<file path="src/rtl/core/nups_pkg.sv">
// shared types and constants for the nearest unvisited point search block
// no dependencies; imported by nups_ctrl, nups_dp and the top level
package nups_pkg;

	// coordinate and distance widths
	localparam int CW       = 8;
	localparam int D2_W     = 2 * CW + 1;
	localparam int FRAC     = 8;
	localparam int RAD_W    = D2_W + 2 * FRAC;
	localparam int SQ_STEPS = (RAD_W + 1) / 2;
	localparam int RAD_PAD  = 2 * SQ_STEPS;
	localparam int ROOT_W   = SQ_STEPS;
	localparam int REM_W    = ROOT_W + 2;
	localparam int SQ_CNT_W = $clog2(SQ_STEPS);

	// field widths of the result and config beats
	localparam int BOUND_W    = 18;
	localparam int IDX_OUT_W  = 6;
	localparam int DIST_OUT_W = 17;
	localparam int TOT_W      = 32;

	localparam logic [BOUND_W-1:0] BOUND_RESET = 18'd20000;

	typedef enum logic [1:0] {
		OP_LOAD  = 2'd0,
		OP_MOVE  = 2'd1,
		OP_VISIT = 2'd2,
		OP_CLEAR = 2'd3
	} op_t;

	typedef struct packed {
		op_t           op;
		logic [CW-1:0] coord_x;
		logic [CW-1:0] coord_y;
	} in_item_t;

	typedef struct packed {
		logic                  found;
		logic [IDX_OUT_W-1:0]  nearest_index;
		logic [DIST_OUT_W-1:0] nearest_dist_sq;
		logic                  marked_visited;
		logic                  table_full;
		logic [TOT_W-1:0]      travelled;
	} result_t;

	typedef enum logic [3:0] {
		ST_IDLE,
		ST_LOAD,
		ST_CLEAR,
		ST_SCAN,
		ST_DRAIN,
		ST_VDONE,
		ST_MV_DIST,
		ST_MV_INIT,
		ST_MV_ITER,
		ST_MV_ACC
	} state_t;

	// controller to datapath
	typedef struct packed {
		logic accept;
		logic ld_wr;
		logic clr;
		logic rd_en;
		logic sel_item;
		logic sq_init;
		logic sq_step;
		logic acc;
		logic mark;
		logic emit;
	} ctrl_cmd_t;

	// datapath to controller
	typedef struct packed {
		logic cnt_zero;
		logic ptr_last;
		logic pipe_busy;
		logic sq_last;
	} dp_stat_t;

endpackage

</file>
<file path="src/rtl/core/nups_ctrl.sv">
// controller state machine: sequences load, clear, visit scan and move root
// depends on nups_pkg
module nups_ctrl (
	input  logic                clk,
	input  logic                arst_n,
	input  logic                start,
	input  nups_pkg::op_t       in_op,
	input  nups_pkg::dp_stat_t  stat,
	output nups_pkg::ctrl_cmd_t cmd,
	output logic                busy
);
	import nups_pkg::*;

	state_t state_q, state_d;

	always_ff @(posedge clk or negedge arst_n) begin
		if (!arst_n) begin
			state_q <= ST_IDLE;
		end else begin
			state_q <= state_d;
		end
	end

	always_comb begin
		state_d = state_q;
		cmd     = '0;
		case (state_q)
			ST_IDLE: begin
				if (start) begin
					cmd.accept = 1'b1;
					case (in_op)
						OP_LOAD:  state_d = ST_LOAD;
						OP_MOVE:  state_d = ST_MV_DIST;
						OP_VISIT: state_d = stat.cnt_zero ? ST_VDONE : ST_SCAN;
						OP_CLEAR: state_d = ST_CLEAR;
						default:  state_d = ST_IDLE;
					endcase
				end
			end
			ST_LOAD: begin
				cmd.ld_wr = 1'b1;
				cmd.emit  = 1'b1;
				state_d   = ST_IDLE;
			end
			ST_CLEAR: begin
				cmd.clr  = 1'b1;
				cmd.emit = 1'b1;
				state_d  = ST_IDLE;
			end
			ST_SCAN: begin
				cmd.rd_en = 1'b1;
				if (stat.ptr_last) begin
					state_d = ST_DRAIN;
				end
			end
			ST_DRAIN: begin
				if (!stat.pipe_busy) begin
					state_d = ST_VDONE;
				end
			end
			ST_VDONE: begin
				cmd.mark = 1'b1;
				cmd.emit = 1'b1;
				state_d  = ST_IDLE;
			end
			ST_MV_DIST: begin
				cmd.sel_item = 1'b1;
				state_d      = ST_MV_INIT;
			end
			ST_MV_INIT: begin
				cmd.sq_init = 1'b1;
				state_d     = ST_MV_ITER;
			end
			ST_MV_ITER: begin
				cmd.sq_step = 1'b1;
				if (stat.sq_last) begin
					state_d = ST_MV_ACC;
				end
			end
			ST_MV_ACC: begin
				cmd.acc  = 1'b1;
				cmd.emit = 1'b1;
				state_d  = ST_IDLE;
			end
			default: begin
				state_d = ST_IDLE;
			end
		endcase
	end

	assign busy = (state_q != ST_IDLE);

endmodule

</file>
<file path="src/rtl/core/nups_dp.sv">
// datapath: point table memories, scan pipeline, square root unit, totals
// depends on nups_pkg; driven by nups_ctrl through ctrl_cmd_t
module nups_dp #(
	parameter int TABLE_DEPTH = 64
) (
	input  logic                        clk,
	input  logic                        arst_n,
	input  nups_pkg::in_item_t          item,
	input  logic                        cfg_we,
	input  logic [nups_pkg::BOUND_W-1:0] cfg_wdata,
	input  nups_pkg::ctrl_cmd_t         cmd,
	output nups_pkg::dp_stat_t          stat,
	output logic                        done,
	output nups_pkg::result_t           result
);
	import nups_pkg::*;

	localparam int IDX_W = $clog2(TABLE_DEPTH);
	localparam int CNT_W = $clog2(TABLE_DEPTH + 1);

	function automatic logic [D2_W-1:0] sq_dist(
		input logic [CW-1:0] ax,
		input logic [CW-1:0] ay,
		input logic [CW-1:0] bx,
		input logic [CW-1:0] by
	);
		logic [CW-1:0]   dx;
		logic [CW-1:0]   dy;
		logic [2*CW-1:0] sx;
		logic [2*CW-1:0] sy;
		dx = (ax > bx) ? (ax - bx) : (bx - ax);
		dy = (ay > by) ? (ay - by) : (by - ay);
		sx = dx * dx;
		sy = dy * dy;
		return D2_W'(sx) + D2_W'(sy);
	endfunction

	// point table
	logic [2*CW-1:0] pt_mem  [TABLE_DEPTH];
	logic            vis_mem [TABLE_DEPTH];

	// architectural state
	in_item_t         item_q;
	logic [CNT_W-1:0] cnt_q;
	logic [CW-1:0]    pos_x_q;
	logic [CW-1:0]    pos_y_q;
	logic [TOT_W-1:0] total_q;
	logic [BOUND_W-1:0] bound_q;

	// scan
	logic [IDX_W-1:0]  ptr_q;
	logic              rd_vld_s1;
	logic [2*CW-1:0]   rd_pt_s1;
	logic              rd_vis_s1;
	logic [IDX_W-1:0]  idx_s1;
	logic              vld_s2;
	logic              vis_s2;
	logic [IDX_W-1:0]  idx_s2;
	logic [D2_W-1:0]   d2_s2;
	logic [BOUND_W-1:0] best_q;
	logic [IDX_W-1:0]  best_idx_q;
	logic              found_q;

	// square root
	logic [RAD_PAD-1:0]  rad_q;
	logic [REM_W-1:0]    rem_q;
	logic [ROOT_W-1:0]   root_q;
	logic [SQ_CNT_W-1:0] sq_cnt_q;

	logic                full;
	logic                hit_zero;
	logic [CW-1:0]       a_x;
	logic [CW-1:0]       a_y;
	logic [REM_W-1:0]    rem_sh;
	logic [REM_W-1:0]    trial;
	logic [TOT_W:0]      tot_sum;
	logic [TOT_W-1:0]    tot_next;
	logic [IDX_W+IDX_OUT_W-1:0] idx_wide;
	result_t             res_d;

	assign full     = (cnt_q == CNT_W'(TABLE_DEPTH));
	assign hit_zero = found_q && (best_q == '0);

	// distance operand: table read during a scan, target during a move
	assign a_x = cmd.sel_item ? item_q.coord_x : rd_pt_s1[2*CW-1:CW];
	assign a_y = cmd.sel_item ? item_q.coord_y : rd_pt_s1[CW-1:0];

	// one root bit per step
	assign rem_sh = {rem_q[REM_W-3:0], rad_q[RAD_PAD-1 -: 2]};
	assign trial  = {root_q, 2'b01};

	assign tot_sum  = {1'b0, total_q} + (TOT_W+1)'(root_q);
	assign tot_next = tot_sum[TOT_W] ? {TOT_W{1'b1}} : tot_sum[TOT_W-1:0];

	assign stat.cnt_zero  = (cnt_q == '0);
	assign stat.ptr_last  = ((CNT_W'(ptr_q) + CNT_W'(1)) == cnt_q);
	assign stat.pipe_busy = rd_vld_s1 | vld_s2;
	assign stat.sq_last   = (sq_cnt_q == SQ_CNT_W'(SQ_STEPS - 1));

	// memories
	always_ff @(posedge clk) begin
		if (cmd.ld_wr && !full) begin
			pt_mem[cnt_q[IDX_W-1:0]] <= {item_q.coord_x, item_q.coord_y};
		end
		if (cmd.rd_en) begin
			rd_pt_s1 <= pt_mem[ptr_q];
		end
	end

	always_ff @(posedge clk) begin
		if (cmd.ld_wr && !full) begin
			vis_mem[cnt_q[IDX_W-1:0]] <= 1'b0;
		end else if (cmd.mark && hit_zero) begin
			vis_mem[best_idx_q] <= 1'b1;
		end
		if (cmd.rd_en) begin
			rd_vis_s1 <= vis_mem[ptr_q];
		end
	end

	// payload registers
	always_ff @(posedge clk) begin
		if (cmd.accept) begin
			item_q <= item;
		end
		idx_s1 <= ptr_q;
		idx_s2 <= idx_s1;
		vis_s2 <= rd_vis_s1;
		d2_s2  <= sq_dist(a_x, a_y, pos_x_q, pos_y_q);
		if (cmd.emit) begin
			result <= res_d;
		end
		if (cmd.sq_init) begin
			rad_q  <= RAD_PAD'({d2_s2, {(2*FRAC){1'b0}}});
			rem_q  <= '0;
			root_q <= '0;
		end else if (cmd.sq_step) begin
			rad_q <= {rad_q[RAD_PAD-3:0], 2'b00};
			if (rem_sh >= trial) begin
				rem_q  <= rem_sh - trial;
				root_q <= {root_q[ROOT_W-2:0], 1'b1};
			end else begin
				rem_q  <= rem_sh;
				root_q <= {root_q[ROOT_W-2:0], 1'b0};
			end
		end
	end

	// control and state registers
	always_ff @(posedge clk or negedge arst_n) begin
		if (!arst_n) begin
			cnt_q      <= '0;
			pos_x_q    <= '0;
			pos_y_q    <= '0;
			total_q    <= '0;
			bound_q    <= BOUND_RESET;
			ptr_q      <= '0;
			rd_vld_s1  <= 1'b0;
			vld_s2     <= 1'b0;
			best_q     <= '0;
			best_idx_q <= '0;
			found_q    <= 1'b0;
			sq_cnt_q   <= '0;
			done       <= 1'b0;
		end else begin
			done      <= cmd.emit;
			rd_vld_s1 <= cmd.rd_en;
			vld_s2    <= rd_vld_s1;
			if (cfg_we) begin
				bound_q <= cfg_wdata;
			end
			if (cmd.ld_wr && !full) begin
				cnt_q <= cnt_q + CNT_W'(1);
			end else if (cmd.clr) begin
				cnt_q <= '0;
			end
			if (cmd.accept) begin
				ptr_q   <= '0;
				best_q  <= bound_q;
				found_q <= 1'b0;
			end else begin
				if (cmd.rd_en) begin
					ptr_q <= ptr_q + IDX_W'(1);
				end
				// keep the first strict minimum
				if (vld_s2 && !vis_s2 && (BOUND_W'(d2_s2) < best_q)) begin
					best_q     <= BOUND_W'(d2_s2);
					best_idx_q <= idx_s2;
					found_q    <= 1'b1;
				end
			end
			if (cmd.sq_init) begin
				sq_cnt_q <= '0;
			end else if (cmd.sq_step) begin
				sq_cnt_q <= sq_cnt_q + SQ_CNT_W'(1);
			end
			if (cmd.acc) begin
				total_q <= tot_next;
				pos_x_q <= item_q.coord_x;
				pos_y_q <= item_q.coord_y;
			end
		end
	end

	// result beat
	assign idx_wide = {{IDX_OUT_W{1'b0}}, best_idx_q};

	always_comb begin
		res_d           = '0;
		res_d.travelled = total_q;
		case (item_q.op)
			OP_LOAD: begin
				res_d.table_full = full;
			end
			OP_MOVE: begin
				res_d.travelled = tot_next;
			end
			OP_VISIT: begin
				if (found_q) begin
					res_d.found           = 1'b1;
					res_d.nearest_index   = idx_wide[IDX_OUT_W-1:0];
					res_d.nearest_dist_sq = best_q[DIST_OUT_W-1:0];
					res_d.marked_visited  = hit_zero;
				end
			end
			OP_CLEAR: begin
				res_d = res_d;
			end
			default: begin
				res_d = res_d;
			end
		endcase
	end

endmodule

</file>
<file path="src/rtl/core/nearest_unvisited_point_search.sv">
// top level of the nearest unvisited point search block
// depends on nups_pkg, nups_ctrl and nups_dp
//
// usage
//   command beat: item (op, coord_x, coord_y) is taken at a rising edge with
//   start high and busy low; busy stays high until the beat's result is out
//   result beat: done is high for exactly one cycle with result valid; the
//   receiver cannot stall, so it must take every result as it comes
//   config: cfg_we writes cfg_wdata into the search bound; only while idle
//   steps per command, from accept to done:
//     load, clear  one write or clear step, then the result
//     move         distance, root setup, the 17-step bit-per-cycle root
//     visit        one table read per cycle through the single read port,
//                  then the pipeline drain; no scan when empty
//   the next command can be taken in the cycle that done is shown
//   reset: table empty, position and travelled total zero, bound 20000;
//   the point memories hold no reset value and are only read below the
//   entry count, so no clearing pass is needed
module nearest_unvisited_point_search #(
	parameter int TABLE_DEPTH = 64
) (
	input  logic                         clk,
	input  logic                         arst_n,
	input  logic                         start,
	output logic                         busy,
	input  nups_pkg::in_item_t           item,
	input  logic                         cfg_we,
	input  logic [nups_pkg::BOUND_W-1:0] cfg_wdata,
	output logic                         done,
	output nups_pkg::result_t            result
);
	import nups_pkg::*;

	ctrl_cmd_t cmd;
	dp_stat_t  stat;

	// sequencer: one command at a time
	nups_ctrl u_ctrl (
		.clk    (clk),
		.arst_n (arst_n),
		.start  (start),
		.in_op  (item.op),
		.stat   (stat),
		.cmd    (cmd),
		.busy   (busy)
	);

	// table, scan pipeline, root unit and result register
	nups_dp #(
		.TABLE_DEPTH (TABLE_DEPTH)
	) u_dp (
		.clk       (clk),
		.arst_n    (arst_n),
		.item      (item),
		.cfg_we    (cfg_we),
		.cfg_wdata (cfg_wdata),
		.cmd       (cmd),
		.stat      (stat),
		.done      (done),
		.result    (result)
	);

	// every command ends with exactly one result beat
	a_done_on_finish: assert property (@(posedge clk) disable iff (!arst_n)
		$fell(busy) |-> done)
		else $error("command finished without a result beat");

	// results never come back to back
	a_done_single: assert property (@(posedge clk) disable iff (!arst_n)
		done |=> !done)
		else $error("two result beats in a row");

	// a marked point must be a found point at distance zero
	a_mark_zero: assert property (@(posedge clk) disable iff (!arst_n)
		(done && result.marked_visited) |->
			(result.found && (result.nearest_dist_sq == '0)))
		else $error("point marked at nonzero distance");

	// a dropped load never reports a visit
	a_full_only_load: assert property (@(posedge clk) disable iff (!arst_n)
		(done && result.table_full) |-> !result.found)
		else $error("table full flagged on a visit result");

endmodule
</file>
<file path="config.mk">
export PLATFORM = sky130hd
export DESIGN_NAME = nearest_unvisited_point_search
export DESIGN_NICKNAME = d
export VERILOG_FILES = /design/src/rtl/core/nups_pkg.sv /design/src/rtl/core/nups_ctrl.sv /design/src/rtl/core/nups_dp.sv /design/src/rtl/core/nearest_unvisited_point_search.sv
export SDC_FILE = /design/constraint.sdc
export NUM_CORES = 2
export LEC_CHECK = 0
export ABC_AREA = 1
export BUFFER_PORTS_ARGS = -buffer_cell sky130_fd_sc_hd__clkbuf_2
export CORE_MARGIN = 4
export CORE_UTILIZATION = 41
export CTS_CLUSTER_SIZE = 25
export DETAILED_ROUTE_END_ITERATION = 10
export GPL_TIMING_DRIVEN = 0
export PLACE_DENSITY_LB_ADDON = 0.1
export SLEW_MARGIN = 0
export SYNTH_ARGS = -nofsm -noshare
export SYNTH_HDL_FRONTEND = slang
export SYNTH_SLANG_ARGS = --single-unit
</file>
<file path="constraint.sdc">
create_clock -name clk -period 13.2 [get_ports clk]
set_input_delay 1.98 -clock clk [delete_from_list [all_inputs] [get_ports clk]]
set_output_delay 1.98 -clock clk [all_outputs]
set_load 0.005 [all_outputs]
</file>
* Word level (Yosys, flattened, before mapping) *
Memory sizes are Yosys's and may differ from the RTL's. A register that Yosys moved wholly into a read port is not among the register bits.
Index checks and enable logic that the tools add are counted.

operators by class
  equal/unequal tests = 21
  multipliers = 2
  add/subtract/negate cells = 11
  muxes and demuxes = 47
  reductions and logical operators = 22
  bitwise gates (word level) = 2
  magnitude comparators = 4

operators with widths
  kind                                            count
  2-to-1 mux 33 bit                               2
  2-to-1 mux 32 bit                               2
  2-to-1 mux 18 bit                               2
  adder 32 x 17 -> 33 bit                         1
  multiplier 8 x 8 -> 16 bit                      2
  2-to-1 mux 8 bit                                4
  subtractor 8 bit                                4
  2-to-1 mux 25 bit                               1
  one-hot mux 4 bit (6 select lines)              1
  2-to-1 mux 1 bit                                21
  >= comparator 19 bit                            1
  zero test 18 bit                                1
  < comparator 17 x 18 -> 1 bit                   1
  2-to-1 mux 6 bit                                3
  adder 16 x 16 -> 17 bit                         1
  2-to-1 mux 17 bit                               1
  subtractor 17 bit                               1
  == test 4 x 3 -> 1 bit (second input constant)  4
  greater-than comparator 8 bit                   2
  2-to-1 mux 4 bit                                4
  one-hot mux 4 bit (4 select lines)              1
  2-to-1 mux 7 bit                                2
  2-to-1 mux 5 bit                                2
  == test 4 x 2 -> 1 bit (second input constant)  2
  other kinds (26)                                43

storage, ports and cells
  output and inout port bits = 60
  register bits = 274
  memories = 2
  word-level logic and storage cells = 142
  RAM bits = 1088

memories
  memory        words  bits a word  rd ports  clocked after Yosys merged registers in  write ports  line           source
  u_dp.pt_mem   64     16           1         1                                        1            nups_dp.sv:39  logic [2*CW-1:0] pt_mem [TABLE_DEPTH];
  u_dp.vis_mem  64     1            1         1                                        1            nups_dp.sv:40  logic vis_mem [TABLE_DEPTH];

* Longest topological paths before layout *
  word-level depth = 8
  depth in mapped cells = 42
  depth with buffers taken out = 41

* Cells and area by module *
From an unflattened synthesis, not the netlist that was laid out.

second synthesis, totals
  cells, all modules = 6055
  area, all modules = 63564.7 sq um

modules (own cells, without submodules)
  module     area each (sq um)  cells each  times used
  nups_dp    63216.9            5993        1
  nups_ctrl  347.8              62          1

* Worst setup path before layout *
No wires, ideal clock.

  path kind = register to register
  from = register u_ctrl.state_q[3]
  to = register u_dp.d2_s2[14]
  buffers on the path = 1
  arrival time = 7344 ps
  stages on the path, launching flop included = 37
  period minus slack after synthesis = 7465 ps
  path slack = 5735 ps
  path through = dfrtp_1 inv_1 nand2_1 nor2_1 inv_1 nor2_1 inv_1 clkbuf_1 o21ai_0 inv_1 ha_1 fa_1 o21ai_2 nand2_1 a21boi_2 nand2_1 nand2_1 nor2_1 fa_1 inv_1 fa_1 inv_1 fa_1 fa_1 fa_1 inv_1 fa_1 inv_1 ha_1 a21o_1 a21oi_1 inv_1 nand2_1 nand2_1 nand3_1 nand2_1 xor2_1

between the ends
  cells in the longest elaborated chain, start to end = 7
  elaborated cells on any way between the ends = 15
  classes of those cells = 5 x add/sub; 2 x mul; 2 x order compare; 1 x eq/ne; 5 x mux

ends and longest elaborated chain
  what                                                  line                          source
  start, declared                                       nups_ctrl.sv:14               state_t state_q, state_d;
  start signal, assigned                                nups_ctrl.sv:20               state_q <= state_d;
  == test 4 x 3 -> 1 bit (*)                            nups_ctrl.sv:27               case (state_q)
  2-to-1 mux 1 bit (*)                                  nups_ctrl.sv:27
  2-to-1 mux 8 bit, on equally long branches            nups_dp.sv:85, nups_dp.sv:86
  subtractor 8 bit, or another cell as far along        nups_dp.sv:31                 dx = (ax > bx) ? (ax - bx) : (bx - ax);
  2-to-1 mux 8 bit, on equally long branches            nups_dp.sv:31, nups_dp.sv:32
  multiplier 8 x 8 -> 16 bit, on equally long branches  nups_dp.sv:33, nups_dp.sv:34
  adder 16 x 16 -> 17 bit (*)                           nups_dp.sv:35                 return D2_W'(sx) + D2_W'(sy);
  end signal, assigned                                  nups_dp.sv:129                d2_s2 <= sq_dist(a_x, a_y, pos_x_q, pos_y_q);
  end, declared                                         nups_dp.sv:59                 logic [D2_W-1:0] d2_s2;

Mark *: on every way between the ends. The rest lies on a longest branch, timed or not.
A chain may end at the register's enable or synchronous reset.

* Worst setup path in the final report *
Same ends and word-level chain as after synthesis.

==> impl_metrics.tcl <==
set metrics [dict create \
    status "finished clean" \
    cp_slowest_stage_delay_ns 0.85 \
    pre_cts_slack_ns 4.11 \
    syn_area_per_cell_um2 10.4 \
    ys_top_cells_by_area "edfxtp_1, nand2_1, o21ai_0" \
    crit_family "adder cells" \
    ys.flop_type "edfxtp_1" \
    hold_buffers 0 \
    synth_most_common_cell "nand2_1" \
    maxCapViolations 0 \
    layout-drive-gt1-share 0.0956 \
    antenna_left 0 \
    die_y_um 401 \
    ios 100 \
    cts_num_sinks 1379 \
    required_ns 13.86 \
    fin_setup_tns_ns 0 \
    timing.final.hold_violations 0 \
    yosysTopAreaCellShare 0.569 \
    layout_worst_path_cycle_share 0.691 \
    grt_pass1_wl_um 322000 \
    criticalPathCategory "flip-flop to flip-flop" \
    finalSetupViolations 0 \
    grt_pass1_vias 45400 \
    ys_seq_area_frac 0.635 \
    setup_slack_ns 4.08 \
    end_kind "flip-flop" \
    wl_per_cell_um 26.2 \
    yosys.area.top_type "edfxtp_1" \
    fillers 14100 \
    dr.pass1.iters 5 \
    min_path_type "flip-flop to flip-flop" \
    synth_edf_count 1198 \
    timing.clock.skew_ns 0.0408 \
    async_flop_share 0.0841 \
    hp-start "u_dp.idx_s1[1]" \
    grtUsageTotal 0.275 \
    cts.reportedPaths.clkPinSlew_ns 0.06 \
    path_buf_inv 10 \
    r2r_slack_ns 4.08 \
    timing.rr.start "u_ctrl.state_q[3]" \
    synth_cell_type_count 51 \
    routabilityCongestion 1.00 \
    drt-total-wl_um 226000 \
    arrival_ns 9.78 \
    syn_inst 6083 \
    drt-initial-drc-count 5418 \
    drv_slew 0 \
    drc 0 \
    routed-via-count 47500 \
    cts_buffers 153 \
    overflow 0 \
    max_slew.worst_pin.slew_ns 1.22 \
    crit_path_max_fanout 10 \
    antenna_found_initial 6 \
    cts_tree "done" \
    synth_nets 6347 \
    hold_end "u_dp.idx_s2[1]" \
    ctsResizeCount 0 \
    grt_max_degree 95 \
    initial_core_util 0.415 \
    clock_path_buffers 3 \
    holdPathStages 0 \
    insertedDiodeCount 0 \
    ff2ff_path_depth 36 \
    insertion_delay_ns 0.81 \
    rr_endpoint "u_dp.d2_s2[14]" \
    port_buffers 98 \
    die_x_um 401 \
    area_growth_pct 16.7 \
    placementRows 143 \
    coreArea_mm2 0.153 \
    yosysWarnings 0 \
    cp_common_cell "inv_1" \
    final_nets 6719 \
    ys_seq_elements 1379 \
    min_period_ns 9.12 \
    via_per_inst 5.52 \
    slew-limit-headroom 0.181 \
    postCtsSetupBuffers 0 \
    critPathLaunchType "flip-flop" \
    syn_area_mm2 0.0633 \
    synthTopCellsByCount "nand2_1, edfxtp_1, nor2_1" \
    die_area_mm2 0.161 \
    htree_levels 4 \
    fmax_mhz 110 \
    post-dp-hpwl_um 166000 \
    cts_root_buffer "clkbuf_16" \
    crit_path_top_delay_cell "o21ai_0" \
    rsz0062_at_grt "false" \
]
-- registers in the layout (all words and copies together), names as in the netlist, 8 cells and up --
register,count
u_dp.total_q,32
u_dp.rem_q,17
u_dp.pos_y_q,8
u_dp.pt_mem,1024
u_dp.rd_pt_s1,16
u_dp.vis_mem,64
u_dp.root_q,17
u_dp.pos_x_q,8
u_dp.d2_s2,17
u_dp.best_q,18
u_dp.item_q,18
u_dp.bound_q,18
u_dp.result,58
u_dp.rad_q,18
-- layout make-up --
cell class	instances	area, µm²	share of cell area
inverters	492	1850	0.0250
flip-flops and latches	1379	40200	0.544
clock inverters	84	777	0.0105
plain buffers	292	1220	0.0165
well taps	2030	2540	0.0344
clock buffers	196	4090	0.0554
multi-input cells	3920	20200	0.274
repair buffers	217	2940	0.0398
-- kinds of logic after synthesis --
| logic type | after synthesis | synth area share |
|---|---|---|
| AOI/OAI and AO/OA | 1106 | 0.0944 |
| xor gates and xnor gates | 58 | 0.00803 |
| and+or+nand+nor | 2532 | 0.160 |
| buffers and inverters | 784 | 0.0484 |
| DFF | 1379 | 0.635 |
| adders and majority gates | 224 | 0.0539 |
-- routing by layer --
layer / up-vias / share of wire / global-route usage / wire length, µm
li1: 21600 / - / - / -
met1: 23500 / 0.41 / 0.366 / 91600
met2: 2086 / 0.48 / 0.456 / 108000
met3: 380 / 0.077 / 0.0414 / 17300
met4: 0 / 0.041 / 0.104 / 9310
met5: - / 0 / 0 / 0
-- per-stage QoR --
step | utilization | hold slack [ns] | instance area, µm² | std cells
2_1_floorplan | - | 0.310 | 63300 | 6083
3_3_place_gp | 0.434 | 0.312 | 66300 | 8211
3_5_place_dp | 0.452 | 0.312 | 69000 | 8330
4_1_cts | 0.484 | 0.327 | 73800 | 8610
5_1_grt | 0.484 | 0.333 | 73800 | 8610
6_report | 0.484 | 0.328 | 73800 | 8610
-- worst register-to-register path: cells and delay by family, from the launching register on --
kind | cells | cell delay [ns]
AOI/OAI and AO/OA | 5 | 1.82
xor gates and xnor gates | 1 | 0.14
adders and majority gates | 9 | 4.10
buffers and inverters | 10 | 0.93
DFF | 1 | 0.40
and+or+nand+nor | 11 | 1.58
-- how the worst max path moves through the flow --
stage | cells after the start | to | start
after CTS | 36 | u_dp.d2_s2[14] | u_ctrl.state_q[3]
final | 36 | u_dp.d2_s2[14] | u_ctrl.state_q[3]
after global placement | 29 | u_dp.d2_s2[14] | u_dp.item_q[1]
after detailed placement | 36 | u_dp.d2_s2[14] | u_ctrl.state_q[3]
after global routing | 36 | u_dp.d2_s2[14] | u_ctrl.state_q[3]
after floorplan | 36 | u_dp.d2_s2[14] | u_ctrl.state_q[3]
-- placed cells by master (no fill, tap or decap), drive strengths merged, types with 4 or more instances in the layout --
cell type and instances:
dfxtp 65, xnor2 11, dfstp 5, o21a 4, ha 143, a21oi 69, buf 214, nor2 885
xor2 47, edfxtp 1198, clkbuf 491, nand3b 6, dfrtp 111, o21ai 718, o211ai 8, o22ai 295
nand2 1339, fa 81, nor3 29, inv 495, clkinv 73, nand4 40, nand3 230, bufinv 6
Power is left out: the tool's default activity adds up to more than one toggle a clock period on the data nets, which glitch-free logic cannot reach.
